## src/sv/bbn_pkg.sv

```systemverilog
// Shared types and constants for the binned box NMS block.
package bbn_pkg;

	localparam int unsigned CoordW   = 12;
	localparam int unsigned ScoreW   = 32;
	localparam int unsigned BinW     = 6;
	localparam int unsigned NumBins  = 60;
	localparam int unsigned CfgIdxW  = 2;
	localparam int unsigned CfgDataW = 16;
	localparam int unsigned KeptW    = 13;
	localparam logic [15:0] OffLimit = 16'd64880;

	localparam logic [CfgIdxW-1:0] RegIouThr  = 2'd0;
	localparam logic [CfgIdxW-1:0] RegBinScl  = 2'd1;
	localparam logic [CfgIdxW-1:0] RegMaxKept = 2'd2;

	typedef struct packed {
		logic [CoordW-1:0] left;
		logic [CoordW-1:0] top;
		logic [CoordW-1:0] right;
		logic [CoordW-1:0] bottom;
		logic [ScoreW-1:0] score_bits;
		logic              set_last;
	} box_t;

	typedef struct packed {
		logic              kept;
		logic [CoordW-1:0] out_left;
		logic [CoordW-1:0] out_top;
		logic [CoordW-1:0] out_right;
		logic [CoordW-1:0] out_bottom;
		logic [ScoreW-1:0] out_score;
		logic              out_last;
	} res_t;

	// Front-end classification handed to the back end through the queue.
	typedef struct packed {
		box_t              box;
		logic [BinW-1:0]   bin;
		logic [24:0]       area;
		logic              bypass;
	} job_t;

	typedef enum logic [1:0] {
		FE_IDLE, FE_LOG, FE_MUL, FE_DONE
	} fe_state_t;

	typedef enum logic [2:0] {
		BE_IDLE, BE_RD, BE_CHK, BE_MUL, BE_CMP, BE_DONE
	} be_state_t;

endpackage

```

## src/sv/bbn_front.sv

```systemverilog
// Front end: accepts boxes, computes area and area bin.
module bbn_front (
	input  logic                   clk,
	input  logic                   arst_n,
	input  logic [15:0]            iou_thr,
	input  logic [15:0]            bin_scale,
	input  logic                   in_valid,
	output logic                   in_ready,
	input  bbn_pkg::box_t          in_data,
	output logic                   job_valid,
	input  logic                   job_ready,
	output bbn_pkg::job_t          job_data
);
	import bbn_pkg::*;

	fe_state_t         st_q, st_nx;
	box_t              box_q;
	logic [24:0]       area_q;
	logic [31:0]       x_q;
	logic [20:0]       log_q;
	logic [3:0]        step_q;
	logic [36:0]       prod_q;
	logic              byp_q;
	logic [12:0]       wx, hx;
	logic [63:0]       sq;
	logic [31:0]       sq_n;
	logic [4:0]        msb;
	logic [12:0]       pre_bin;

	always_comb begin
		wx = (in_data.right >= in_data.left) ?
			13'(in_data.right - in_data.left) + 13'd1 : 13'd0;
		hx = (in_data.bottom >= in_data.top) ?
			13'(in_data.bottom - in_data.top) + 13'd1 : 13'd0;
	end

	// leading one of the area, at most 25 bits
	always_comb begin
		msb = '0;
		for (int i = 1; i < 25; i++)
			if (area_q[i]) msb = 5'(i);
	end

	always_comb begin
		sq   = 64'(x_q) * 64'(x_q);
		sq_n = sq[62:31];
	end

	always_comb begin
		st_nx = st_q;
		unique case (st_q)
			FE_IDLE: if (in_valid) st_nx = FE_LOG;
			FE_LOG:  if (step_q == 4'd15) st_nx = FE_MUL;
			FE_MUL:  st_nx = FE_DONE;
			FE_DONE: if (job_ready) st_nx = FE_IDLE;
			default: st_nx = FE_IDLE;
		endcase
	end

	always_comb begin
		in_ready  = (st_q == FE_IDLE);
		job_valid = (st_q == FE_DONE);
	end

	always_comb begin
		logic [12:0] up;
		up = 13'(prod_q[36:24]) + ((prod_q[23:0] != '0) ? 13'd1 : 13'd0);
		pre_bin = up;
	end

	always_ff @(posedge clk or negedge arst_n) begin
		if (!arst_n) st_q <= FE_IDLE;
		else st_q <= st_nx;
	end

	always_ff @(posedge clk) begin
		unique case (st_q)
			FE_IDLE: if (in_valid) begin
				box_q  <= in_data;
				area_q <= 25'(26'(wx) * 26'(hx));
				byp_q  <= (iou_thr > OffLimit);
				step_q <= 4'd0;
				log_q  <= '0;
				x_q    <= '0;
			end
			FE_LOG: begin
				if (step_q == 4'd0 && x_q == '0 && log_q == '0) begin
					// normalize mantissa to Q1.31, integer part of log2
					x_q   <= 32'((57'(area_q) << 31) >> msb);
					log_q <= 21'(msb) << 16;
				end else begin
					// square reached [2,4): fraction bit set, halve back
					if (sq[63]) begin
						log_q <= log_q | (21'd1 << (4'd15 - step_q));
						x_q <= sq[63:32];
					end else begin
						x_q <= sq_n;
					end
					step_q <= step_q + 4'd1;
				end
				if (area_q <= 25'd1) step_q <= 4'd15;
			end
			FE_MUL: prod_q <= 37'(log_q) * 37'(bin_scale);
			FE_DONE: begin end
			default: begin end
		endcase
	end

	always_comb begin
		job_data.box    = box_q;
		job_data.area   = area_q;
		job_data.bypass = byp_q;
		if (pre_bin < 13'd1) job_data.bin = BinW'(1);
		else if (pre_bin > 13'(NumBins)) job_data.bin = BinW'(NumBins);
		else job_data.bin = BinW'(pre_bin);
	end
endmodule

```

## config.mk

```make
export PLATFORM = sky130hd
export DESIGN_NAME = bbn_front
export DESIGN_NICKNAME = d
export VERILOG_FILES = /design/src/sv/bbn_pkg.sv /design/src/sv/bbn_front.sv
export SDC_FILE = /design/constraint.sdc
export NUM_CORES = 2
export LEC_CHECK = 0
export BUFFER_PORTS_ARGS = -buffer_cell sky130_fd_sc_hd__buf_2
export CORE_MARGIN = 2
export CORE_UTILIZATION = 58
export CTS_CLUSTER_SIZE = 24
export DETAILED_ROUTE_END_ITERATION = 16
export HOLD_SLACK_MARGIN = 0.08
export PLACE_DENSITY_LB_ADDON = 0.3
export SYNTH_ARGS = -nofsm -noshare
export SYNTH_HDL_FRONTEND = slang
export SYNTH_SLANG_ARGS = --single-unit
```

## constraint.sdc

```tcl
create_clock -name clk -period 8.7 [get_ports clk]
set_input_delay 1.74 -clock clk [delete_from_list [all_inputs] [get_ports clk]]
set_output_delay 1.74 -clock clk [all_outputs]
set_load 0.005 [all_outputs]
```

==> flow_summary.json <==
{
  "area_delta_synth_final_pct": 11.5,
  "die_h_um": 311,
  "drcViolationCount": 0,
  "final_common_cell": "inv_1",
  "hp-class": "register to register",
  "wl_per_cell_um": 19.3,
  "post-route-min-period_ps": 8500,
  "arrival_ps": 8870,
  "maxSlewHeadroom_pct": 14.1,
  "timing.rr.start": "x_q[20]",
  "coreArea_um2": 93300,
  "grt_pass1_wl_mm": 231,
  "grt_usage_pct": 30.3,
  "finalSetupViolations": 0,
  "maxCapViolCount": 0,
  "status": "completed",
  "die_w_um": 311,
  "dieArea_um2": 96600,
  "synth_edf_count": 201,
  "clkSinkCount": 203,
  "cp_max_fo": 7,
  "period_share_pct": 97.8,
  "grt_max_degree": 73,
  "cp-start-kind": "register",
  "synth.distinct_cells": 74,
  "antenna_found_initial": 3,
  "synthCells": 5740,
  "fmax_ghz": 0.118,
  "syn_area_um2": 54600,
  "clk_pin_slew_ps": 60,
  "ioPinCount": 232,
  "drv_slew": 0,
  "final_cell_mix": "inv_1, fa_1, nand2_1",
  "crit_path_end_kind": "register",
  "ff2ff_path_depth": 30,
  "tightest_slew_ps": 1280,
  "synth_ff_type": "edfxtp_1",
  "clock-skew-final_ps": 25.5,
  "layout.nets": 7946,
  "dp_cells": 7303,
  "yosys_warnings": 0,
  "row_count": 112,
  "synth.avg_cell_area_um2": 9.51,
  "drive_above_1_share_pct": 12.3,
  "cp.required_ps": 9060,
  "start_util_pct": 58.5,
  "drt_wl_total_mm": 143,
  "path_common_cell": "fa_1",
  "critPathLaunch": "x_q[20]",
  "hold_viol_final": 0,
  "clock_path_buffers": 3,
  "cts_max_level": 1,
  "port_buffers": 231,
  "crit_type": "register to register",
  "async_flop_share_pct": 0.985,
  "postLayoutCoreUtil_pct": 65.2,
  "routed-via-count": 40000,
  "routabilityCongestion": 0.958,
  "r2r_setup_slack_ps": 200,
  "ant_nets": 0,
  "holdBufCountCts": 0,
  "critPathCapture": "x_q[4]",
  "ys_seq_area_share_pct": 11.2,
  "instances_no_fill": 7384,
  "critPathSlowestCell": "fa_1",
  "avgViaCountPerCell": 5.42,
  "grt_overflow": 0,
  "numCtsBuffers": 25,
  "dp_hpwl_mm": 116,
  "synth_seq_cells": 203,
  "rr_endpoint": "x_q[4]",
  "grt_pass1_vias": 44100,
  "firstDrtPassIters": 5,
  "clock_latency_ps": 590,
  "synth.net_count": 7576,
  "slowest_delay_ps": 560,
  "drt_iter0_drc": 2646,
  "cts_tree": "done",
  "rsz0062_at_grt": "yes",
  "timing.hold.worst.start": "st_q[0]",
  "cts_root_buf": "clkbuf_16"
}
[layer usage]
metal / up-vias / wire (um) / global-route usage [%]
met1: 20300 / 55300 / 38.6
met2: 1496 / 70700 / 52.5
met3: 321 / 10900 / 5.42
met4: 4 / 5560 / 10.1
met5: - / 24 / 0
li1: 17900 / - / -
[cell families after synthesis]
logic type | synth area share, %
compound gates | 5.03
xor+xnor | 2.31
fa+ha+maj | 55.8
buf+inv | 12.0
flops | 11.2
mux | 1.20
simple gates | 12.4
[synth_stat cells, types with 5 or more instances]
cell type,count,share of area [%]
inv_1,1509,10
fa_1,1194,44
nand2_1,689,4.7
ha_1,525,12
and2_1,352,4.0
clkbuf_1,213,1.5
nor2_1,207,1.4
edfxtp_1,201,11
a21oi_1,135,1.2
xnor2_1,94,1.5
o21ai_0,67,0.61
mux2i_1,62,1.1
xor2_1,47,0.75
nor3_1,41,0.38
o21bai_1,38,0.52
a21o_1,37,0.51
nor4_1,33,0.38
nand3_1,29,0.27
a31oi_1,21,0.24
nor2b_1,21,0.24
or2_2,18,0.21
and3_1,14,0.16
a211oi_1,13,0.18
o21a_1,13,0.18
nand4_1,12,0.14
a221oi_1,11,0.18
o22ai_1,10,0.11
a31o_2,9,0.14
nand2b_1,9,0.10
o31ai_1,8,0.11
and4_1,7,0.11
o211ai_1,7,0.096
or3_1,6,0.069
buf_2,5,0.046
o41ai_1,5,0.080
[through the flow]
step | setup TNS, ps | hold slack, ps | setup WS, ps | instance area (um2)
6_report | 0 | 578 | 195 | 60800
5_1_grt | -417 | 617 | -74.5 | 60800
4_1_cts | 0 | 574 | 11.4 | 60000
3_5_place_dp | -1790 | 561 | -463 | 59200
3_3_place_gp | -1060 | 561 | -342 | 59200
2_1_floorplan | -78.1 | 528 | -78.1 | 54700
[area by class of cell]
type,count,area [um2]
antenna,1,2.50
clock buffer,31,648
clock inverter,15,185
fill,7535,32500
inverter,1510,5680
multi-input combinational,3799,42500
sequential,203,6090
tap,1254,1570
timing repair buffer,571,4210
[flip-flops by register name (all words and copies together), names as in the netlist]
| register | flops |
|---|---|
| st_q | 2 |
| log_q | 21 |
| area_q | 25 |
| prod_q | 37 |
| byp_q | 1 |
| step_q | 4 |
| job_data | 81 |
| x_q | 32 |
[critical path: cells and delay by family, from the launching register on]
kind            cells  cell delay [ps]
compound gates      7             1230
xor+xnor            1              200
fa+ha+maj           9             4340
buf+inv             7              990
flops               1              550
simple gates        6              960
[what timing repair did]
| action | 4_1_cts | 5_1_grt |
|---|---|---|
| pin swaps | 0 | 65 |
| buffers inserted | 1 | 30 |
| gates resized for setup | 1 | 110 |
| setup endpoints to repair | 4 | 56 |
| cloned | 0 | 4 |
[how the worst min path moves through the flow]
stage,slack (ps),cells past startpoint,endpoint
3_3_place_gp,560,1,st_q[0]
5_1_grt,620,1,st_q[0]
4_1_cts,570,1,st_q[0]
2_1_floorplan,530,1,st_q[0]
6_report,580,1,st_q[0]
3_5_place_dp,560,1,st_q[0]
Power is left out: the tool's default activity adds up to more than one toggle a clock period on the data nets, which glitch-free logic cannot reach.
