## src/sv/bbn_pkg.sv

```systemverilog
// Shared types and constants for the binned box NMS block.
package bbn_pkg;

	localparam int unsigned CoordW   = 12;
	localparam int unsigned ScoreW   = 32;
	localparam int unsigned BinW     = 6;
	localparam int unsigned NumBins  = 60;
	localparam int unsigned CfgIdxW  = 2;
	localparam int unsigned CfgDataW = 16;
	localparam int unsigned KeptW    = 13;
	localparam logic [15:0] OffLimit = 16'd64880;

	localparam logic [CfgIdxW-1:0] RegIouThr  = 2'd0;
	localparam logic [CfgIdxW-1:0] RegBinScl  = 2'd1;
	localparam logic [CfgIdxW-1:0] RegMaxKept = 2'd2;

	typedef struct packed {
		logic [CoordW-1:0] left;
		logic [CoordW-1:0] top;
		logic [CoordW-1:0] right;
		logic [CoordW-1:0] bottom;
		logic [ScoreW-1:0] score_bits;
		logic              set_last;
	} box_t;

	typedef struct packed {
		logic              kept;
		logic [CoordW-1:0] out_left;
		logic [CoordW-1:0] out_top;
		logic [CoordW-1:0] out_right;
		logic [CoordW-1:0] out_bottom;
		logic [ScoreW-1:0] out_score;
		logic              out_last;
	} res_t;

	// Front-end classification handed to the back end through the queue.
	typedef struct packed {
		box_t              box;
		logic [BinW-1:0]   bin;
		logic [24:0]       area;
		logic              bypass;
	} job_t;

	typedef enum logic [1:0] {
		FE_IDLE, FE_LOG, FE_MUL, FE_DONE
	} fe_state_t;

	typedef enum logic [2:0] {
		BE_IDLE, BE_RD, BE_CHK, BE_MUL, BE_CMP, BE_DONE
	} be_state_t;

endpackage

```

## src/sv/bbn_queue.sv

```systemverilog
// Two-entry queue between front and back ends.
module bbn_queue (
	input  logic          clk,
	input  logic          arst_n,
	input  logic          wr_valid,
	output logic          wr_ready,
	input  bbn_pkg::job_t wr_data,
	output logic          rd_valid,
	input  logic          rd_ready,
	output bbn_pkg::job_t rd_data
);
	import bbn_pkg::*;
	job_t       mem_q [2];
	logic       wp_q, rp_q;
	logic [1:0] cnt_q;

	assign wr_ready = (cnt_q != 2'd2);
	assign rd_valid = (cnt_q != 2'd0);
	assign rd_data  = mem_q[rp_q];

	always_ff @(posedge clk or negedge arst_n) begin
		if (!arst_n) begin
			wp_q <= 1'b0; rp_q <= 1'b0; cnt_q <= '0;
		end else begin
			if (wr_valid && wr_ready) wp_q <= ~wp_q;
			if (rd_valid && rd_ready) rp_q <= ~rp_q;
			cnt_q <= cnt_q + 2'(wr_valid && wr_ready) - 2'(rd_valid && rd_ready);
		end
	end

	always_ff @(posedge clk)
		if (wr_valid && wr_ready) mem_q[wp_q] <= wr_data;
endmodule

```

## config.mk

```make
export PLATFORM = sky130hd
export DESIGN_NAME = bbn_queue
export DESIGN_NICKNAME = d
export VERILOG_FILES = /design/src/sv/bbn_pkg.sv /design/src/sv/bbn_queue.sv
export SDC_FILE = /design/constraint.sdc
export NUM_CORES = 1
export LEC_CHECK = 0
export BUFFER_PORTS_ARGS = -buffer_cell sky130_fd_sc_hd__buf_4
export CORE_ASPECT_RATIO = 1.5
export CORE_MARGIN = 2
export CORE_UTILIZATION = 54
export CTS_BUF_LIST = sky130_fd_sc_hd__clkbuf_8
export CTS_CLUSTER_SIZE = 12
export DETAILED_ROUTE_END_ITERATION = 8
export PLACE_DENSITY = 0.82
export SYNTH_ARGS = -nofsm -noshare
export SYNTH_HDL_FRONTEND = slang
export SYNTH_SLANG_ARGS = --single-unit
```

## constraint.sdc

```tcl
create_clock -name clk -period 6.8 [get_ports clk]
set_input_delay 1.7 -clock clk [delete_from_list [all_inputs] [get_ports clk]]
set_output_delay 1.7 -clock clk [all_outputs]
set_load 0.01 [all_outputs]
```

==> metrics.md, run 1 <==
| Metric | Value |
|---|---|
| Final setup fails | `0` |
| Vias in the first global route | `4580` |
| Pwr dens | `408 mW/mm^2` |
| Initial DRC count | `167` |
| Drt drc | `0` |
| Kind of start point of the critical path | `register` |
| Antenna-violating nets left | `0` |
| H-tree lvl count | `1` |
| Post-route design area | `0.0110 mm^2` |
| Clock transition at path regs | `70 ps` |
| Number of clock sinks | `230` |
| Crit path from | `rp_q` |
| CTS Root Cell | `clkbuf_8` |
| Layout cells sized above 1 | `59.5%` |
| Period minus WS final | `4260 ps` |
| Post-synth cell types | `17` |
| Fin. max-slew vios | `0` |
| Largest net degree at the start of global routing | `67` |
| Place WS | `3090 ps` |
| Synth area leaders | `edfxtp_1, mux2_4, mux2_2` |
| Lkg Pwr | `4.33 nW` |
| GRT Util Overall | `17.8%` |
| CTS tree | `built` |
| Top cell type's share of synthesized area | `78.9%` |
| Hold_sp | `cnt_q[0]` |
| Die W | `107 um` |
| Slew @ Worst Pin | `909 ps` |
| Dpl hpwl | `10.9 mm` |
| Slowest-stage cell, CP | `dfrtp_4` |
| Die extent in y | `159 um` |
| Initial Util | `55.0%` |
| Grt ovf | `0` |
| Achievable frequency | `235 MHz` |
| Row Count | `56` |
| Placed inst area | `0.0105 mm^2` |
| Max FO, Critical Path | `58` |
| TNS Setup | `0 ps` |
| Antenna violations before repair | `1` |
| R2r worst-path depth | `3` |
| IO Port Bufs | `231` |
| Seq/Total Area, Yosys | `80.1%` |
| Crit path buf inv count | `2` |
| Worst hold margin | `556 ps` |
| Net count, final | `743` |
| Max_slew headroom | `39.4%` |
| Crit-path leading delay family | `flip-flops` |
| Setup Fix Bufs, Post-CTS | `0` |
| Clock skew | `16.5 ps` |
| Worst EP arrival | `2560 ps` |
| Critical path class | `register to output port` |
| Max Cap Viol | `0` |
| Syn Std Cell Area | `0.00860 mm^2` |
| Syn Area/Cell | `23.3 um^2` |
| Routed wire length | `15.9 mm` |
| Yosys top cell by area | `edfxtp_1` |
| Avg WL per Cell | `18.7 um` |
| Via count | `4292` |
| First-pass GRT wire length | `22.8 mm` |
| Area delta synth->final | `28.4%` |
| Core Box Area | `0.0156 mm^2` |
| Status | `complete, no violations` |
| Cts repair resizes | `0` |
| Hold-critical path depth | `1` |
| Die footprint | `0.0170 mm^2` |
| Worst Slack Setup Final | `2540 ps` |
| TritonCTS Buffers | `31` |
| CP endpoint kind | `output port` |
| FILL cells | `943` |
| Hold Vio Cnt, Final | `0` |
| Slowest Stage Delay on Critical Path | `1010 ps` |
| Crit share post-route | `62.7%` |
| Clock buffer depth | `3` |
| Seq cells post-synth | `230` |
| WP depth | `3` |
| WP data required | `5100 ps` |
| Startpoint of the worst register-to-register path | `cnt_q[1]` |
| Syn Inst Count | `369` |
| Syn Nets | `488` |
| Worst path cell trace | `buf_12 -> mux2_2 -> buf_4` |
| Gpl congestion | `0.739` |
| Worst hold-check path type | `register to register` |
| Clk Latency, worst-skew pair | `540 ps` |
| Peak supply drop | `0.263 mV` |
| Ys Warns | `0` |
| Total I/O pin count | `232` |
| Via-to-Cell Ratio | `5.06` |
| RSZ-0062 raised after global routing | `no` |
| Cts hold-fix bufs | `0` |
| TritonRoute pass-1 iters | `4` |
[stage by stage]
stage,utilization (%),total power [W],cells
6_report,70.7,0.00451,849
5_1_grt,70.7,0.00472,848
4_1_cts,70.7,0.00457,848
3_5_place_dp,67.4,0.00369,794
3_3_place_gp,67.4,0.00364,794
2_1_floorplan,-,0.00305,369
[report_power, final]
group | leakage (nW) | internal (W) | total (W) | switching (W)
logic | 1.88 | 0.000862 | 0.00154 | 0.000677
clock network | 0.303 | 0.000419 | 0.000868 | 0.000449
registers | 2.14 | 0.00194 | 0.00210 | 0.000160
[cell usage after synthesis, drive strengths merged]
cell type	count
buf	13
ha	2
dfrtp	4
inv	1
xnor2	3
or2	1
and2	1
and3	1
nand2	1
nor2	1
xor2	1
edfxtp	226
mux2	113
nand2b	1
[logic make-up (layout without fill, tap and decap cells)]
| family | count (synthesis) | count (layout) | share of synthesized area, % |
|---|---|---|---|
| buffers and inverters | 14 | 290 | 1.43 |
| adders and majority gates | 2 | 2 | 0.291 |
| xor gates and xnor gates | 4 | 4 | 0.407 |
| other | 0 | 1 | 0 |
| muxes | 113 | 113 | 17.4 |
| and+or+nand+nor | 6 | 6 | 0.378 |
| DFF | 230 | 230 | 80.1 |
[worst reg2reg max path, delay by kind of cell (launching register included)]
kind | cells | cell delay, ps
AND/OR/NAND/NOR | 2 | 910
buffers and inverters | 1 | 720
flip-flops | 1 | 410
[layer usage]
metal	vias up	share of wire [%]	GRT usage (%)
met5	-	0	0
met1	2097	34	18.2
met4	0	3.9	8.47
met3	43	7.4	5.20
met2	178	55	33.0
li1	1974	-	-
[cell type report]
class / instances / area [um^2] / area share [%]
flip-flops and latches: 230 / 6890 / 62.4
clock buffers: 31 / 427 / 3.86
repair buffers: 235 / 1780 / 16.1
multi-input cells: 125 / 1600 / 14.5
inverters: 1 / 3.75 / 0.0340
well taps: 203 / 254 / 2.30
diodes: 1 / 2.50 / 0.0227
clock inverters: 23 / 87.6 / 0.793
[final timing paths]
check                                to  slack (ps)
min reg2reg                    cnt_q[0]         560
max                         rd_data[16]        2540
max reg2reg                mem_q[1][10]        4350
max in group asynchronous          rp_q        5740
min in group asynchronous          rp_q         950
min                            cnt_q[0]         560
[cell usage in the layout, fill, tap and decap left out, drive strengths merged, types with 2 or more instances in the layout]
| cell type | instances |
|---|---|
| clkbuf | 31 |
| xnor2 | 3 |
| buf | 235 |
| edfxtp | 226 |
| inv | 12 |
| mux2 | 113 |
| clkinv | 12 |
| ha | 2 |
| dfrtp | 4 |
[state kept, by name (all words and copies together), names as in the netlist]
name / cells
mem_q: 226
rp_q: 1
wp_q: 1
cnt_q: 2
Note: power is estimated with default switching activity, not from simulation.
==> inputs of run 2 (changes only) <==
Clock period 6.8 ns to 4.5 ns, I/O delays scaled along.
==> run 2 against run 1 <==
  * Power rose by 52%
  * Register-to-register slack got worse by 1900 ps
  * Clock skew fell by 2.0 ps
  * Clock power up 56%
  * First-iteration DRC count grew 13%
  * Via count decreased by 0.37%
  * Non-clock buffer count rose by 1
  * Critical path depth is the same
  * Worst setup slack worse by 1400 ps
  * Core utilization increased by 0.23 points
  * Count of clock-buffer cells in the layout did not move
==> metrics.md, run 2 (synthesis gave the netlist of run 1 again) <==
| Metric | Value |
|---|---|
| Status | `complete, no violations` |
| GRT Util Overall | `18.0%` |
| Die footprint | `0.0170 mm^2` |
| Most frequent cells in the layout | `buf_4, edfxtp_1, mux2_4, mux2_2, clkbuf_8` |
| Clk Latency, worst-skew pair | `540 ps` |
| CTS tree | `built` |
| Achievable frequency | `295 MHz` |
| Biggest registers after layout | `mem_q (226), cnt_q (2)` |
| Vias in the first global route | `4575` |
| IO Port Bufs | `231` |
| Clock buffer depth | `3` |
| Sequential share of power | `45.2%` |
| Top reg by flops | `mem_q` |
| Crit share post-route | `75.2%` |
| Setup Fix Bufs, Post-CTS | `0` |
| Grt ovf | `0` |
| Max FO, Critical Path | `29` |
| Die extent in y | `159 um` |
| Final setup fails | `0` |
| Die W | `107 um` |
| Sw frac | `28.8%` |
| Dpl hpwl | `11.0 mm` |
| Clock Power Share | `19.6%` |
| Cts hold-fix bufs | `0` |
| Drt drc | `0` |
| Max Cap Viol | `0` |
| N_diodes | `0` |
| P_sw | `0.00198 W` |
| Period minus WS final | `3390 ps` |
| Place WS | `1660 ps` |
| FILL cells | `969` |
| Cell-internal power | `0.00489 W` |
| Gpl congestion | `0.752` |
| Fin. max-slew vios | `0` |
| Antenna-violating nets left | `0` |
| Cts repair resizes | `0` |
| Total I/O pin count | `232` |
| Comb pwr share | `35.2%` |
| Layout cells sized above 1 | `59.8%` |
| Worst EP arrival | `2260 ps` |
| Peak supply drop | `0.401 mV` |
| Worst hold-check path type | `primary input to asynchronous set/reset pin` |
| Area delta synth->final | `28.9%` |
| Largest net degree at the start of global routing | `64` |
| Hold Vio Cnt, Final | `0` |
| Pwr dens | `620 mW/mm^2` |
| Avg WL per Cell | `18.8 um` |
| CP endpoint kind | `output port` |
| Antenna violations before repair | `0` |
| Initial Util | `55.0%` |
| WP data required | `3380 ps` |
| RSZ-0062 raised after global routing | `no` |
| Lkg Pwr | `4.34 nW` |
| H-tree lvl count | `1` |
| Initial DRC count | `189` |
| TNS Setup | `0 ps` |
| Routed wire length | `16.0 mm` |
| First-pass GRT wire length | `23.3 mm` |
| TritonCTS Buffers | `31` |
| Slew @ Worst Pin | `793 ps` |
| Via-to-Cell Ratio | `5.02` |
| Core Box Area | `0.0156 mm^2` |
| Clock transition at path regs | `70 ps` |
| CTS Root Cell | `clkbuf_8` |
| TritonRoute pass-1 iters | `4` |
| Worst Slack Setup Final | `1110 ps` |
| Via count | `4276` |
| Most common cell after layout, fill and taps aside | `buf_4` |
| Kind of start point of the critical path | `register` |
| Clock skew | `14.5 ps` |
| Max_slew headroom | `47.1%` |
| Largest register FFs | `226` |
| Number of clock sinks | `230` |
| Critical path class | `register to output port` |
| Row Count | `56` |
| Net count, final | `744` |
## run 2: metal layers
metal	up-vias	global-route usage [%]	wire length [um]	part of all wire [%]
li1	1982	-	-	-
met1	2107	18.5	5330	33
met2	155	34.4	9210	58
met3	32	4.46	1040	6.5
met4	0	7.30	400	2.5
met5	-	0	0	0
## run 2: power by group through the flow
stage	logic, W	registers (W)	clock network (W)
final	0.00242	0.00310	0.00135
after global routing	0.00257	0.00314	0.00148
after CTS	0.00247	0.00311	0.00139
after detailed placement	0.00246	0.00315	0
after global placement	0.00241	0.00312	0
after floorplan	0.00152	0.00309	0
## run 2: worst paths after layout
| kind | start | endpoint | slack, ps | depth (start not counted) |
|---|---|---|---|---|
| hold / removal | arst_n | wp_q | 370 | 1 |
| hold reg to reg | cnt_q[0] | cnt_q[0] | 540 | 1 |
| setup / recovery | rp_q | rd_data[88] | 1110 | 3 |
| setup reg to reg | cnt_q[1] | mem_q[1][9] | 2450 | 3 |
| max in group asynchronous | arst_n | rp_q | 4010 | 1 |
| min in group clk | cnt_q[0] | cnt_q[0] | 540 | 1 |
## run 2: final cells by class
cell class              instances  area (um^2)  area share (%)
clock buffers                  31          427            3.85
repair buffers                236         1800            16.2
clock inverters                26          106           0.960
inverters                       1         3.75          0.0339
multi-input cells             125         1600            14.5
well taps                     203          254            2.29
flip-flops and latches        230         6890            62.2
## run 2: worst max-delay path: stages (launching register included)
cell and delay (ps):
dfrtp_4 670, buf_4 530, mux2_4 350, buf_4 140
## run 2: through the flow
step                      util, %  hold slack (ps)  total power [W]  instance area (um^2)  instances
after floorplan                 -              483          0.00460                  8610        369
after global placement       67.5              495          0.00552                 10500        795
after detailed placement     67.5              532          0.00561                 10500        795
after CTS                    70.9              326          0.00697                 11100        852
after global routing         70.9              337          0.00719                 11100        852
final                        70.9              367          0.00687                 11100        852
==> inputs of run 3 (changes only) <==
Settings changed: ABC_AREA set to 1, CORE_UTILIZATION 54 to 49, PLACE_DENSITY 0.82 to 0.78.
Clock period 4.5 ns to 3.1 ns, I/O delays scaled along.
==> run 3 against run 2 <==
  * Sequential share of layout area up 0.39 points
  * Register-to-register slack worse by 1100 ps
  * Critical path depth rose by 2
  * Largest power group unchanged
  * Non-clock buffer count is 5 higher
  * Critical path type unchanged
==> metrics.md, run 3 <==
| Metric | Value |
|---|---|
| Lkg Pwr | `4.78 nW` |
| Most common cell after layout, fill and taps aside | `nand2_1` |
| Syn Nets | `741` |
| Initial DRC count | `301` |
| RSZ-0062 raised after global routing | `no` |
| Top cell type's share of synthesized area | `80.1%` |
| Seq cells post-synth | `230` |
| Ys Warns | `0` |
| Initial Util | `50.3%` |
| Worst path cell trace | `inv_4 -> buf_4 -> nand2_1 -> nand2_1 -> buf_4` |
| Worst EP arrival | `1980 ps` |
| CTS tree | `built` |
| Register area | `0.00689 mm^2` |
| Avg WL per Cell | `15.2 um` |
| Pwr dens | `920 mW/mm^2` |
| Antenna violations before repair | `0` |
| Achievable frequency | `363 MHz` |
| Routed wire length | `16.8 mm` |
| Via count | `5263` |
| Post-synth EDFFs | `226` |
| Final setup fails | `0` |
| Core Box Area | `0.0168 mm^2` |
| TritonRoute pass-1 iters | `4` |
| Total I/O pin count | `232` |
| Gpl congestion | `0.766` |
| Area delta synth->final | `30.0%` |
| Syn Inst Count | `622` |
| Post-synth cell types | `11` |
| Worst hold-check path type | `primary input to register` |
| Clock buffer depth | `3` |
| Fin. max-slew vios | `0` |
| Post-synth top cells | `nand2_1, edfxtp_1, buf_2` |
| Multi-input logic area | `0.00137 mm^2` |
| Share of synthesized registers carrying an async set or reset | `1.74%` |
| Slew @ Worst Pin | `678 ps` |
| Largest register FFs | `226` |
| Crit share post-route | `89.0%` |
| Slowest-stage cell, CP | `dfrtp_4` |
| Post-Synth Adder-Cell Area | `0.296%` |
| Critical path class | `register to output port` |
| N_diodes | `0` |
| Syn Area/Cell | `13.6 um^2` |
| Main synth FF type | `edfxtp_1` |
| Status | `complete, no violations` |
| First-pass GRT wire length | `25.4 mm` |
| Max_slew headroom | `54.8%` |
| TNS Setup | `0 ps` |
| Hold Vio Cnt, Final | `0` |
| CTS Root Cell | `clkbuf_8` |
| Die extent in y | `165 um` |
| Synth area leaders | `edfxtp_1, nand2_1, dfrtp_1` |
| Top reg by flops | `mem_q` |
| H-tree lvl count | `1` |
| Yosys top cell by area | `edfxtp_1` |
| Die W | `111 um` |
| Setup Fix Bufs, Post-CTS | `0` |
| Post-route design area | `0.0110 mm^2` |
| Simple-Gate Fraction of Synth Area | `15.8%` |
| Antenna-violating nets left | `0` |
| FILL cells | `1234` |
| Syn Std Cell Area | `0.00847 mm^2` |
| Net count, final | `990` |
| Cts hold-fix bufs | `1` |
| Row Count | `58` |
| Vias in the first global route | `5376` |
| Slowest Stage Delay on Critical Path | `500 ps` |
| Clock skew | `39.2 ps` |
| Compound-Gate Fraction of Synth Area | `0%` |
| Biggest registers after layout | `mem_q (226), cnt_q (2)` |
| Kind of start point of the critical path | `register` |
| Via-to-Cell Ratio | `4.76` |
| Post-synthesis mux area share | `0%` |
| Largest family of logic cells by synthesized area | `simple AND/OR/NAND/NOR gates` |
| Period minus WS final | `2760 ps` |
| Drt drc | `0` |
| Most frequent cells in the layout | `nand2_1, buf_4, edfxtp_1, clkbuf_8, inv_1` |
| Max FO, Critical Path | `38` |
| Layout cells sized above 1 | `31.6%` |
| Dpl hpwl | `11.1 mm` |
| GRT Util Overall | `17.5%` |
| Die footprint | `0.0184 mm^2` |
| Number of clock sinks | `230` |
| Xor/xnor share of the synthesized area | `0%` |
| IO Port Bufs | `231` |
| Largest net degree at the start of global routing | `115` |
| Peak supply drop | `0.667 mV` |
| Top-count cell post-synth | `nand2_1` |
| Cts repair resizes | `0` |
| TritonCTS Buffers | `31` |
| CP endpoint kind | `output port` |
| Clk Latency, worst-skew pair | `560 ps` |
| Placed inst area | `0.0104 mm^2` |
| Grt ovf | `0` |
| WP data required | `2320 ps` |
| Clock transition at path regs | `70 ps` |
| Seq/Total Area, Yosys | `81.3%` |
| Max Cap Viol | `0` |
## run 3: cell types whose count changed after synthesis, moves of 2 or more
cell	delta
inv_1	+7
mux2_2	-53
mux2_4	-60
xnor2_1	-3
buf_2	+10
nand2_1	+351
buf_4	+2
nand3_1	+3
## run 3: final timing paths
kind	from	end	slack, ps	cells past startpoint
setup / recovery	rp_q	rd_data[20]	340	5
hold / removal	wr_data[91]	mem_q[0][91]	390	1
setup reg to reg	cnt_q[0]	mem_q[1][36]	1310	5
hold reg to reg	wp_q	wp_q	490	2
max in group asynchronous	arst_n	rp_q	2450	2
min in group asynchronous	arst_n	rp_q	540	2
## run 3: critical path: cells and delay by family (launching register included)
family	cells	cell delay, ps
DFF	1	500
buffers and inverters	3	740
and+or+nand+nor	2	150
## run 3: stage by stage
step	utilization, %	hold WS [ps]	total power (W)	setup slack [ps]	instances
finish	65.4	394	0.0101	342	1106
global route	65.4	364	0.0108	190	1106
CTS	65.4	363	0.0103	288	1106
detailed placement	61.9	477	0.00821	905	1047
global placement	61.9	455	0.00812	924	1047
floorplan	-	442	0.00642	116	622
## run 3: kinds of logic after synthesis
| family | after synthesis |
|---|---|
| simple gates | 356 |
| flops | 230 |
| fa+ha+maj | 2 |
| buf+inv | 34 |
## run 3: power breakdown
part / internal, W / leakage, nW / total [W] / switching (W)
clock: 0.00105 / 0.349 / 0.00206 / 0.00101
combinational: 0.00150 / 2.28 / 0.00367 / 0.00218
sequential: 0.00424 / 2.15 / 0.00440 / 0.000157
## run 3: metal layers
metal  track usage, %  part of all wire, %  wire (um)  up-vias
met3             4.37                  6.5       1090       50
met5                0                    0          0        -
met2             32.7                   54       9110      187
met1             18.6                   35       5850     2435
li1                 -                    -          -     2591
met4             8.19                  4.2        707        0
## run 3: cell type report
type                    count  share of cell area (%)
flip-flops and latches    230                    62.6
repair buffers            241                    16.9
multi-input cells         358                    12.5
clock buffers              36                    4.50
well taps                 210                    2.39
clock inverters            22                   0.807
inverters                   9                   0.364
